$ cat src/hw/rtl/gclp_pkg.sv
// Shared constants, types and helper functions of the gain command line parser.
package gclp_pkg;

    // Line buffer and fixed-point format.
    localparam int LINE_BUFFER_BYTES = 64;
    localparam int FRACTION_BITS     = 20;

    // Line position counter and the positions that matter.
    localparam int POS_W        = $clog2(LINE_BUFFER_BYTES);
    localparam int MIN_POS      = 4;
    localparam int LAST_POS     = LINE_BUFFER_BYTES - 1;
    localparam int LAST_NUM_POS = LINE_BUFFER_BYTES - 3;

    // Number accumulation: integer part, fraction part in millionths.
    localparam int INT_W           = 32 - FRACTION_BITS;
    localparam int FRAC_W          = 20;
    localparam int FCNT_W          = 3;
    localparam int MAX_FRAC_DIGITS = 6;
    localparam int SCALE_W         = 17;

    // Fraction conversion by reciprocal multiply with one correction step.
    localparam int RECIP_SHIFT = 20;
    localparam int RCP_W       = FRACTION_BITS + 1;
    localparam int P_W         = FRAC_W + RCP_W;
    localparam int Q_W         = FRACTION_BITS + 2;
    localparam int MUL_W       = Q_W + FRAC_W;
    localparam int NUM_W       = MUL_W + 1;

    localparam logic [RCP_W-1:0] FRAC_RECIP =
        RCP_W'((64'd1 << (FRACTION_BITS + RECIP_SHIFT)) / 64'd1000000);
    localparam logic [FRAC_W-1:0] MICRO      = FRAC_W'(1000000);
    localparam logic [FRAC_W-1:0] HALF_MICRO = FRAC_W'(500000);
    localparam logic [P_W:0]      HALF_RECIP = (P_W+1)'(1) << (RECIP_SHIFT - 1);

    // Stream widths.
    localparam int IN_TDATA_W  = 8;
    localparam int OUT_TDATA_W = 40;

    // Characters.
    localparam logic [7:0] CHAR_COLON   = 8'h3A;
    localparam logic [7:0] CHAR_V       = 8'h76;
    localparam logic [7:0] CHAR_P       = 8'h70;
    localparam logic [7:0] CHAR_I       = 8'h69;
    localparam logic [7:0] CHAR_NEWLINE = 8'h0A;
    localparam logic [7:0] CHAR_SPACE   = 8'h20;
    localparam logic [7:0] CHAR_TAB     = 8'h09;
    localparam logic [7:0] CHAR_CR      = 8'h0D;
    localparam logic [7:0] CHAR_PLUS    = 8'h2B;
    localparam logic [7:0] CHAR_MINUS   = 8'h2D;
    localparam logic [7:0] CHAR_POINT   = 8'h2E;
    localparam logic [7:0] CHAR_ZERO    = 8'h30;
    localparam logic [7:0] CHAR_NINE    = 8'h39;

    // Gain channel codes.
    localparam logic [1:0] CH_VOLT_KP = 2'd0;
    localparam logic [1:0] CH_VOLT_KI = 2'd1;
    localparam logic [1:0] CH_CURR_KP = 2'd2;
    localparam logic [1:0] CH_CURR_KI = 2'd3;

    // Saturation limits of the gain.
    localparam logic [31:0] GAIN_MAX = 32'h7FFF_FFFF;
    localparam logic [31:0] GAIN_MIN = 32'h8000_0000;

    // Number parser phases.
    typedef enum logic [2:0] {
        PH_SPACE,
        PH_SIGN,
        PH_INT,
        PH_FRAC,
        PH_DONE
    } num_phase_t;

    // Conversion request handed from the parser to the converter.
    typedef struct packed {
        logic [1:0]        channel;
        logic              negative;
        logic              int_big;
        logic [INT_W-1:0]  int_part;
        logic [FRAC_W-1:0] frac_part;
    } conv_req_t;

    // Weight in millionths of the fraction digit at a given place.
    function automatic logic [SCALE_W-1:0] frac_scale(input logic [FCNT_W-1:0] idx);
        logic [SCALE_W-1:0] s;
        unique case (idx)
            3'd0:    s = SCALE_W'(100000);
            3'd1:    s = SCALE_W'(10000);
            3'd2:    s = SCALE_W'(1000);
            3'd3:    s = SCALE_W'(100);
            3'd4:    s = SCALE_W'(10);
            3'd5:    s = SCALE_W'(1);
            default: s = '0;
        endcase
        return s;
    endfunction

endpackage

$ cat src/hw/rtl/gclp_parse.sv
// Line parser: name, colon and decimal number state, and the end-of-line decision.
module gclp_parse (
    input  logic                  aclk,
    input  logic                  aresetn,
    input  logic                  in_valid,
    input  logic [7:0]            in_byte,
    input  logic                  advance,
    output logic                  launch,
    output gclp_pkg::conv_req_t   req
);

    logic [gclp_pkg::POS_W-1:0]  pos_reg, pos_next;
    logic [7:0]                  first_reg, first_next;
    logic [7:0]                  second_reg, second_next;
    logic                        colon_reg, colon_next;
    gclp_pkg::num_phase_t        phase_reg, phase_next;
    logic                        neg_reg, neg_next;
    logic [gclp_pkg::INT_W-1:0]  int_reg, int_next;
    logic                        big_reg, big_next;
    logic [gclp_pkg::FRAC_W-1:0] frac_reg, frac_next;
    logic [gclp_pkg::FCNT_W-1:0] fcnt_reg, fcnt_next;

    logic                        is_newline;
    logic                        is_digit;
    logic                        is_space;
    logic [3:0]                  digit_val;
    logic [gclp_pkg::INT_W+3:0]  int_step;
    logic [gclp_pkg::FRAC_W+4:0] frac_add;
    logic                        int_path;
    logic                        feed_en;

    // Character classes.
    assign is_newline = (in_byte == gclp_pkg::CHAR_NEWLINE);
    assign is_digit   = (in_byte >= gclp_pkg::CHAR_ZERO) && (in_byte <= gclp_pkg::CHAR_NINE);
    assign is_space   = (in_byte == gclp_pkg::CHAR_SPACE) ||
                        ((in_byte >= gclp_pkg::CHAR_TAB) && (in_byte <= gclp_pkg::CHAR_CR));
    assign digit_val  = in_byte[3:0];

    // Integer part times ten plus the new digit, and the weighted fraction digit.
    assign int_step = (gclp_pkg::INT_W+4)'(int_reg) * (gclp_pkg::INT_W+4)'(10)
                    + (gclp_pkg::INT_W+4)'(digit_val);
    assign frac_add = (gclp_pkg::FRAC_W+5)'(digit_val) *
                      (gclp_pkg::FRAC_W+5)'(gclp_pkg::frac_scale(fcnt_reg));

    // End-of-line decision: a known name on a long enough line with a colon.
    always_comb begin
        launch      = 1'b0;
        req.channel = gclp_pkg::CH_VOLT_KP;
        if (in_valid && is_newline && (pos_reg >= gclp_pkg::POS_W'(gclp_pkg::MIN_POS))
            && colon_reg) begin
            priority if (first_reg == gclp_pkg::CHAR_V && second_reg == gclp_pkg::CHAR_P) begin
                launch      = 1'b1;
                req.channel = gclp_pkg::CH_VOLT_KP;
            end else if (first_reg == gclp_pkg::CHAR_V && second_reg == gclp_pkg::CHAR_I) begin
                launch      = 1'b1;
                req.channel = gclp_pkg::CH_VOLT_KI;
            end else if (first_reg == gclp_pkg::CHAR_I && second_reg == gclp_pkg::CHAR_P) begin
                launch      = 1'b1;
                req.channel = gclp_pkg::CH_CURR_KP;
            end else if (first_reg == gclp_pkg::CHAR_I && second_reg == gclp_pkg::CHAR_I) begin
                launch      = 1'b1;
                req.channel = gclp_pkg::CH_CURR_KI;
            end else begin
                launch      = 1'b0;
            end
        end
        req.negative  = neg_reg;
        req.int_big   = big_reg;
        req.int_part  = int_reg;
        req.frac_part = frac_reg;
    end

    // Next line state for the character that leaves the input register.
    always_comb begin
        pos_next    = pos_reg;
        first_next  = first_reg;
        second_next = second_reg;
        colon_next  = colon_reg;
        phase_next  = phase_reg;
        neg_next    = neg_reg;
        int_next    = int_reg;
        big_next    = big_reg;
        frac_next   = frac_reg;
        fcnt_next   = fcnt_reg;
        int_path    = 1'b0;
        feed_en     = 1'b0;

        if (advance) begin
            if (is_newline) begin
                pos_next    = '0;
                first_next  = '0;
                second_next = '0;
                colon_next  = 1'b0;
                phase_next  = gclp_pkg::PH_SPACE;
                neg_next    = 1'b0;
                int_next    = '0;
                big_next    = 1'b0;
                frac_next   = '0;
                fcnt_next   = '0;
            end else if (pos_reg < gclp_pkg::POS_W'(gclp_pkg::LAST_POS)) begin
                priority if (pos_reg == gclp_pkg::POS_W'(0)) begin
                    first_next = in_byte;
                end else if (pos_reg == gclp_pkg::POS_W'(1)) begin
                    second_next = in_byte;
                end else if (pos_reg == gclp_pkg::POS_W'(2)) begin
                    colon_next = (in_byte == gclp_pkg::CHAR_COLON);
                end else if (pos_reg <= gclp_pkg::POS_W'(gclp_pkg::LAST_NUM_POS)) begin
                    feed_en = 1'b1;
                end else begin
                    feed_en = 1'b0;
                end
                pos_next = pos_reg + gclp_pkg::POS_W'(1);
            end
        end

        // Number parser: spaces, sign, integer digits, point, fraction digits.
        if (feed_en) begin
            unique case (phase_reg)
                gclp_pkg::PH_SPACE: begin
                    if (is_space) begin
                        phase_next = gclp_pkg::PH_SPACE;
                    end else if (in_byte == gclp_pkg::CHAR_PLUS ||
                                 in_byte == gclp_pkg::CHAR_MINUS) begin
                        neg_next   = (in_byte == gclp_pkg::CHAR_MINUS);
                        phase_next = gclp_pkg::PH_SIGN;
                    end else begin
                        int_path = 1'b1;
                    end
                end
                gclp_pkg::PH_SIGN, gclp_pkg::PH_INT: begin
                    int_path = 1'b1;
                end
                gclp_pkg::PH_FRAC: begin
                    if (is_digit &&
                        fcnt_reg < gclp_pkg::FCNT_W'(gclp_pkg::MAX_FRAC_DIGITS)) begin
                        frac_next = frac_reg + frac_add[gclp_pkg::FRAC_W-1:0];
                        fcnt_next = fcnt_reg + gclp_pkg::FCNT_W'(1);
                    end else begin
                        phase_next = gclp_pkg::PH_DONE;
                    end
                end
                gclp_pkg::PH_DONE: begin
                    phase_next = gclp_pkg::PH_DONE;
                end
                default: begin
                    phase_next = gclp_pkg::PH_DONE;
                end
            endcase

            // Integer handling, shared by the sign, integer and leading-space phases.
            if (int_path) begin
                if (is_digit) begin
                    int_next   = int_step[gclp_pkg::INT_W-1:0];
                    big_next   = big_reg || (int_step[gclp_pkg::INT_W+3:gclp_pkg::INT_W] != '0);
                    phase_next = gclp_pkg::PH_INT;
                end else if (in_byte == gclp_pkg::CHAR_POINT) begin
                    phase_next = gclp_pkg::PH_FRAC;
                end else begin
                    phase_next = gclp_pkg::PH_DONE;
                end
            end
        end
    end

    // Phase register.
    always_ff @(posedge aclk) begin
        if (!aresetn) begin
            phase_reg <= gclp_pkg::PH_SPACE;
        end else begin
            phase_reg <= phase_next;
        end
    end

    // Line state registers.
    always_ff @(posedge aclk) begin
        if (!aresetn) begin
            pos_reg    <= '0;
            first_reg  <= '0;
            second_reg <= '0;
            colon_reg  <= 1'b0;
            neg_reg    <= 1'b0;
            int_reg    <= '0;
            big_reg    <= 1'b0;
            frac_reg   <= '0;
            fcnt_reg   <= '0;
        end else begin
            pos_reg    <= pos_next;
            first_reg  <= first_next;
            second_reg <= second_next;
            colon_reg  <= colon_next;
            neg_reg    <= neg_next;
            int_reg    <= int_next;
            big_reg    <= big_next;
            frac_reg   <= frac_next;
            fcnt_reg   <= fcnt_next;
        end
    end

endmodule

$ cat src/hw/rtl/gclp_conv.sv
// Pipelined conversion of integer part and millionths to saturated signed fixed point.
module gclp_conv (
    input  logic                  aclk,
    input  logic                  aresetn,
    input  logic                  in_valid,
    output logic                  in_ready,
    input  gclp_pkg::conv_req_t   req,
    output logic                  out_valid,
    input  logic                  out_ready,
    output logic [1:0]            out_channel,
    output logic [31:0]           out_gain
);

    logic v1_reg, v2_reg, v3_reg, v4_reg, v5_reg;
    logic rdy1, rdy2, rdy3, rdy4, rdy5;

    gclp_pkg::conv_req_t          req1_reg, req2_reg, req3_reg, req4_reg;
    logic [gclp_pkg::P_W-1:0]     p2_reg, p2_next;
    logic [gclp_pkg::Q_W-1:0]     q3_reg, q3_next;
    logic [gclp_pkg::MUL_W-1:0]   prod3_reg, prod3_next;
    logic [gclp_pkg::Q_W-1:0]     frac4_reg, frac4_next;
    logic [1:0]                   ch5_reg;
    logic [31:0]                  gain5_reg, gain5_next;

    logic [gclp_pkg::P_W:0]       p_round;
    logic [gclp_pkg::NUM_W-1:0]   num;
    logic [gclp_pkg::NUM_W-1:0]   thr;
    logic [32:0]                  mag;

    // Each stage moves on when it is empty or the stage after it moves on.
    assign rdy5     = !v5_reg || out_ready;
    assign rdy4     = !v4_reg || rdy5;
    assign rdy3     = !v3_reg || rdy4;
    assign rdy2     = !v2_reg || rdy3;
    assign rdy1     = !v1_reg || rdy2;
    assign in_ready = rdy1;

    // Stage 2: millionths times the reciprocal of one million.
    assign p2_next = gclp_pkg::P_W'(req1_reg.frac_part) * gclp_pkg::P_W'(gclp_pkg::FRAC_RECIP);

    // Stage 3: rounded estimate of the fraction bits and its back product.
    assign p_round    = (gclp_pkg::P_W+1)'(p2_reg) + gclp_pkg::HALF_RECIP;
    assign q3_next    = p_round[gclp_pkg::P_W:gclp_pkg::RECIP_SHIFT];
    assign prod3_next = gclp_pkg::MUL_W'(q3_next) * gclp_pkg::MUL_W'(gclp_pkg::MICRO);

    // Stage 4: the estimate is low by at most one; one compare corrects it.
    assign num = gclp_pkg::NUM_W'({req3_reg.frac_part, {gclp_pkg::FRACTION_BITS{1'b0}}})
               + gclp_pkg::NUM_W'(gclp_pkg::HALF_MICRO);
    assign thr = gclp_pkg::NUM_W'(prod3_reg) + gclp_pkg::NUM_W'(gclp_pkg::MICRO);
    assign frac4_next = q3_reg + gclp_pkg::Q_W'(num >= thr);

    // Stage 5: join integer and fraction, apply sign and saturate.
    assign mag = 33'({req4_reg.int_part, {gclp_pkg::FRACTION_BITS{1'b0}}}) + 33'(frac4_reg);
    always_comb begin
        if (req4_reg.negative) begin
            if (req4_reg.int_big || mag >= 33'h0_8000_0000) begin
                gain5_next = gclp_pkg::GAIN_MIN;
            end else begin
                gain5_next = 32'd0 - mag[31:0];
            end
        end else begin
            if (req4_reg.int_big || mag > 33'(gclp_pkg::GAIN_MAX)) begin
                gain5_next = gclp_pkg::GAIN_MAX;
            end else begin
                gain5_next = mag[31:0];
            end
        end
    end

    // Stage valid bits.
    always_ff @(posedge aclk) begin
        if (!aresetn) begin
            v1_reg <= 1'b0;
            v2_reg <= 1'b0;
            v3_reg <= 1'b0;
            v4_reg <= 1'b0;
            v5_reg <= 1'b0;
        end else begin
            if (rdy1) v1_reg <= in_valid;
            if (rdy2) v2_reg <= v1_reg;
            if (rdy3) v3_reg <= v2_reg;
            if (rdy4) v4_reg <= v3_reg;
            if (rdy5) v5_reg <= v4_reg;
        end
    end

    // Stage payloads.
    always_ff @(posedge aclk) begin
        if (rdy1 && in_valid) begin
            req1_reg <= req;
        end
        if (rdy2 && v1_reg) begin
            req2_reg <= req1_reg;
            p2_reg   <= p2_next;
        end
        if (rdy3 && v2_reg) begin
            req3_reg  <= req2_reg;
            q3_reg    <= q3_next;
            prod3_reg <= prod3_next;
        end
        if (rdy4 && v3_reg) begin
            req4_reg  <= req3_reg;
            frac4_reg <= frac4_next;
        end
        if (rdy5 && v4_reg) begin
            ch5_reg   <= req4_reg.channel;
            gain5_reg <= gain5_next;
        end
    end

    assign out_valid   = v5_reg;
    assign out_channel = ch5_reg;
    assign out_gain    = gain5_reg;

endmodule

$ cat src/hw/rtl/gain_command_line_parser.sv
// Top level of the gain command line parser: input register, parser and converter.
// Throughput: one character per cycle; s_tready stays high unless every conversion
// stage is full and the result waits on m_tready.
// Latency: a result reaches m_tvalid after the newline transaction through the input register,
// four conversion stages and the result register, and is held back longer under stall.
// Reset: aresetn low clears the line state, the number parser and all valid bits.
module gain_command_line_parser (
    input  logic                                aclk,
    input  logic                                aresetn,
    input  logic                                s_tvalid,
    output logic                                s_tready,
    input  logic [gclp_pkg::IN_TDATA_W-1:0]     s_tdata,  // [7:0] rx_byte
    output logic                                m_tvalid,
    input  logic                                m_tready,
    output logic [gclp_pkg::OUT_TDATA_W-1:0]    m_tdata   // [1:0] channel, [33:2] gain_value
);

    logic                 byte_valid_reg;
    logic [7:0]           byte_reg;
    logic                 launch;
    logic                 advance;
    logic                 conv_ready;
    logic [1:0]           out_channel;
    logic [31:0]          out_gain;
    gclp_pkg::conv_req_t  req;

    // A character leaves the input register unless it needs a full converter.
    assign advance  = byte_valid_reg && (!launch || conv_ready);
    assign s_tready = !byte_valid_reg || advance;

    // Input register.
    always_ff @(posedge aclk) begin
        if (!aresetn) begin
            byte_valid_reg <= 1'b0;
        end else if (s_tready) begin
            byte_valid_reg <= s_tvalid;
        end
    end

    always_ff @(posedge aclk) begin
        if (s_tvalid && s_tready) begin
            byte_reg <= s_tdata;
        end
    end

    gclp_parse u_parse (
        .aclk     (aclk),
        .aresetn  (aresetn),
        .in_valid (byte_valid_reg),
        .in_byte  (byte_reg),
        .advance  (advance),
        .launch   (launch),
        .req      (req)
    );

    gclp_conv u_conv (
        .aclk        (aclk),
        .aresetn     (aresetn),
        .in_valid    (launch),
        .in_ready    (conv_ready),
        .req         (req),
        .out_valid   (m_tvalid),
        .out_ready   (m_tready),
        .out_channel (out_channel),
        .out_gain    (out_gain)
    );

    // Result transaction packing, padded to whole bytes.
    assign m_tdata = {6'b0, out_gain, out_channel};

endmodule

$ cat config.mk
export PLATFORM = sky130hd
export DESIGN_NAME = gain_command_line_parser
export DESIGN_NICKNAME = d
export VERILOG_FILES = /design/src/hw/rtl/gclp_pkg.sv /design/src/hw/rtl/gclp_parse.sv /design/src/hw/rtl/gclp_conv.sv /design/src/hw/rtl/gain_command_line_parser.sv
export SDC_FILE = /design/constraint.sdc
export NUM_CORES = 1
export LEC_CHECK = 0
export ABC_CLOCK_PERIOD_IN_PS = 7400
export BUFFER_PORTS_ARGS = -buffer_cell sky130_fd_sc_hd__buf_2
export CORE_ASPECT_RATIO = 0.75
export CORE_UTILIZATION = 35
export DETAILED_ROUTE_END_ITERATION = 6
export PLACE_DENSITY = 0.48
export SLEW_MARGIN = 20
export SYNTH_ARGS = -nofsm -noshare
export SYNTH_HDL_FRONTEND = slang
export SYNTH_SLANG_ARGS = --single-unit
$ cat constraint.sdc
create_clock -name aclk -period 7.4 [get_ports aclk]
set_input_delay 1.11 -clock aclk [delete_from_list [all_inputs] [get_ports aclk]]
set_output_delay 1.11 -clock aclk [all_outputs]
set_load 0.005 [all_outputs]
==> flow_summary.yaml <==
worst_hold_path:
  hold_path_end: "u_conv.req3_reg[32]"
  min_delay_path_depth: 0
  holdCritStartpoint: "u_conv.req2_reg[32]"
  min_path_type: "flop to flop"
layout:
  drive_gt1_share_pct: 7.46
  final_nets: 3537
  syn_to_final_growth_pct: 11.0
  antennaDiodeCount: 0
  fillerInstances: 8110
sta:
  finalCritPeriodShare_pct: 96.1
  period_minus_slack_ps: 7110
  slew_headroom_pct: 32.6
  setup_tns_ps: 0
  fin_skew_ps: 28.4
  hold_viol: 0
  drv_slew: 0
  clock.fmax_ghz: 0.141
  setup_viol: 0
  worst_slew_pin_slew_ps: 1010
global_routing:
  grt_antenna_before_repair: 0
  overflow: 0
  grt_util_all_layers_pct: 16.1
  grt_max_degree: 77
  grt_pass1_vias: 19767
  grt_pass1_wl_um: 108000
logic_synthesis:
  synth_area_leaders: "edfxtp_1, fa_1, ha_1, inv_1, dfxtp_1"
  yosys.area.top_type_share_pct: 27.2
  ys_types: 80
  synth_edf_count: 265
  synth-seq-cells: 334
  ys_warn_count: 0
  synth_flop_cell: "edfxtp_1"
  async_flop_share_pct: 0
  syn_inst: 2738
  synth_area_per_cell_um2: 10.7
  syn_area_mm2: 0.0292
  ys_seq_area_share_pct: 31.9
  yosysTopAreaCell: "edfxtp_1"
critical_path:
  cpMostUsedCell: "fa_1"
  regToRegStartpoint: "u_conv.req1_reg[18]"
  arrival_ps: 7410
  rr_endpoint: "u_conv.p2_reg[40]"
  slowest_delay_ps: 570
  critical_path_class: "flop to flop"
  rrSetupSlack_ps: 290
  worstRegToRegCells: 22
  path_cells: "inv_1 -> fa_2 -> fa_1 -> inv_1 -> fa_1 -> inv_1 -> fa_1 -> fa_1 -> inv_1 -> fa_1 -> ha_1 -> ha_1 -> and4_2 -> and4_2 -> o211ai_1 -> nand3_1 -> a21o_1 -> a221o_2 -> a221oi_4 -> o21ai_2 -> o41ai_2 -> xnor2_1"
  path_buf_inv: 4
  startpoint: "u_conv.req1_reg[18]"
  crit_path_top_delay_cell: "fa_1"
  critical_path.top_delay_family: "adder cells"
  crit_required_ps: 7700
  cp_max_fo: 5
  cp-start-kind: "flop"
  cp-end-kind: "flop"
die:
  coreArea_mm2: 0.0824
  num_rows: 91
  die_w_um: 336
  start_util_pct: 35.5
  die_height_um: 252
  io_pins: 54
  die-area_mm2: 0.0847
power:
  power_density_mw_per_mm2: 126
  net-switching-power_mw: 0.901
  ir_worst_vdd_mv: 0.187
  seqPwrFrac_pct: 49.3
  finalPower_mw: 4.10
  p_leak_nw: 15.0
  combPwrFrac_pct: 4.0
  p_int_mw: 3.20
  switching_share_pct: 22.0
  clock_power_share_pct: 46.6
clocking:
  clk_latency_ps: 560
  root_buffer: "clkbuf_16"
  cts_tree: "done"
  clkTransAtPathRegs_ps: 70
  hold_buffers: 0
  clock-sinks: 334
  ctsHtreeMaxLevel: 2
  clk_path_buf_depth: 3
  numCtsBuffers: 36
detailed_routing:
  drc: 0
  drt-initial-drc-count: 995
  wl_per_cell_um: 16.8
  num_vias: 19047
  firstDrtPassIters: 5
  postRouteAntennaNets: 0
  vias_per_cell: 4.78
  routed_wl_um: 66800
place:
  io_buffers: 47
  routabilityCongestion: 0.873
  hpwl_um: 54800
flow_run:
  maxCapViolations: 0
outcome:
  outcome: "complete, no violations"
-- what timing repair did --
action / CTS / global route
endpoints found under the setup margin: 0 / 7
hold endpoints to repair: 0 / 0
resized for setup: 0 / 6
buffers inserted: 0 / 9
-- synth_stat cells, drive strengths merged (12+ instances only) --
cell / n
o21bai: 15
inv: 531
and2: 39
nand2b: 17
a21o: 54
nand2: 104
a31oi: 15
dfxtp: 69
o21ai: 93
a21oi: 91
nand3: 85
and3: 46
a21boi: 14
edfxtp: 265
or2: 14
nor3: 35
ha: 415
fa: 268
xnor2: 114
clkbuf: 36
nor2: 114
mux2i: 15
nor2b: 51
nand4: 30
xor2: 68
o21a: 12
-- worst reg2reg max path, cell delays in order, from the launching register on --
cell      delay (ps)
edfxtp_1         460
inv_1            140
fa_2             510
fa_1             580
inv_1             70
fa_1             530
inv_1             50
fa_1             500
fa_1             540
inv_1             50
fa_1             480
ha_1             310
ha_1             380
and4_2           220
and4_2           220
o211ai_1         130
nand3_1          200
a21o_1           240
a221o_2          430
a221oi_4         350
o21ai_2          140
o41ai_2          260
xnor2_1           90
-- cell families after synthesis --
logic type	count (synthesis)	share of synthesized area, %
fa+ha+maj	684	36.1
other cells	1	0.0128
mux	18	0.667
flops	334	31.9
xor+xnor	182	5.45
buf+inv	577	7.49
simple gates	581	10.3
compound gates	361	7.99
-- layout make-up --
cell class / instances / area, um2 / area share [%]
clock buffer: 44 / 972 / 2.99
clock inverter: 20 / 253 / 0.778
inverter: 531 / 1990 / 6.14
multi-input combinational: 1832 / 17800 / 54.9
sequential: 334 / 9340 / 28.8
tap: 1116 / 1400 / 4.30
timing repair buffer: 107 / 698 / 2.15
-- worst max path at each step --
stage / end / slack, ps / depth (start not counted)
global route: u_conv.p2_reg[40] / -10 / 22
finish: u_conv.p2_reg[40] / 290 / 22
floorplan: u_conv.p2_reg[40] / 730 / 22
global placement: u_conv.p2_reg[40] / 320 / 22
CTS: u_conv.p2_reg[40] / 150 / 22
detailed placement: u_conv.p2_reg[40] / 170 / 22
-- stage by stage --
step | cells | hold WS (ps) | utilization [%] | worst slack, ps | cell area (um2)
6_report | 3984 | 414 | 39.4 | 290 | 32500
5_1_grt | 3984 | 422 | 39.4 | -11.2 | 32500
4_1_cts | 3974 | 418 | 39.2 | 149 | 32300
3_5_place_dp | 3910 | 405 | 37.8 | 172 | 31100
3_3_place_gp | 3910 | 401 | 37.8 | 316 | 31100
2_1_floorplan | 2743 | 400 | - | 733 | 29300
-- power groups by stage --
stage | clock [mW] | combinational, mW | sequential (mW)
floorplan | 0 | 0.139 | 2.05
global placement | 0 | 0.166 | 2.06
detailed placement | 0 | 0.167 | 2.06
CTS | 1.99 | 0.168 | 2.02
global route | 2.05 | 0.193 | 2.02
finish | 1.91 | 0.166 | 2.02
-- metal layers --
metal,wire length [um],global-route usage [%]
met3,2410,2.52
met2,28300,23.8
met5,0,0
met4,1050,3.14
met1,35000,24.7
-- cells in the final DEF (no fill, tap or decap), types with 6 or more instances in the layout --
cell,netlist,final
nor2_1,113,112
inv_1,531,531
ha_1,415,415
a22oi_1,8,8
o21ai_0,90,90
o21a_1,12,12
nor2b_1,51,49
nand3_1,85,84
a21oi_1,91,91
or3_1,8,8
nor3_1,35,35
conb_1,1,6
nand2_1,104,104
xor2_1,68,67
o211ai_1,6,6
o31ai_1,11,11
and3_1,44,44
xnor2_1,114,112
o311ai_0,6,6
mux2i_1,15,15
a211oi_1,6,6
and2_1,38,38
fa_1,268,267
nand2b_1,17,17
buf_2,2,47
nor4_1,10,10
o21bai_1,15,15
nand4_1,30,30
clkbuf_16,0,37
a21boi_0,14,12
buf_4,6,59
a21o_1,49,49
dfxtp_1,69,69
a31oi_1,15,14
edfxtp_1,265,265
nor3b_1,6,6
or2_2,14,14
(Power assumes the default switching activity.)
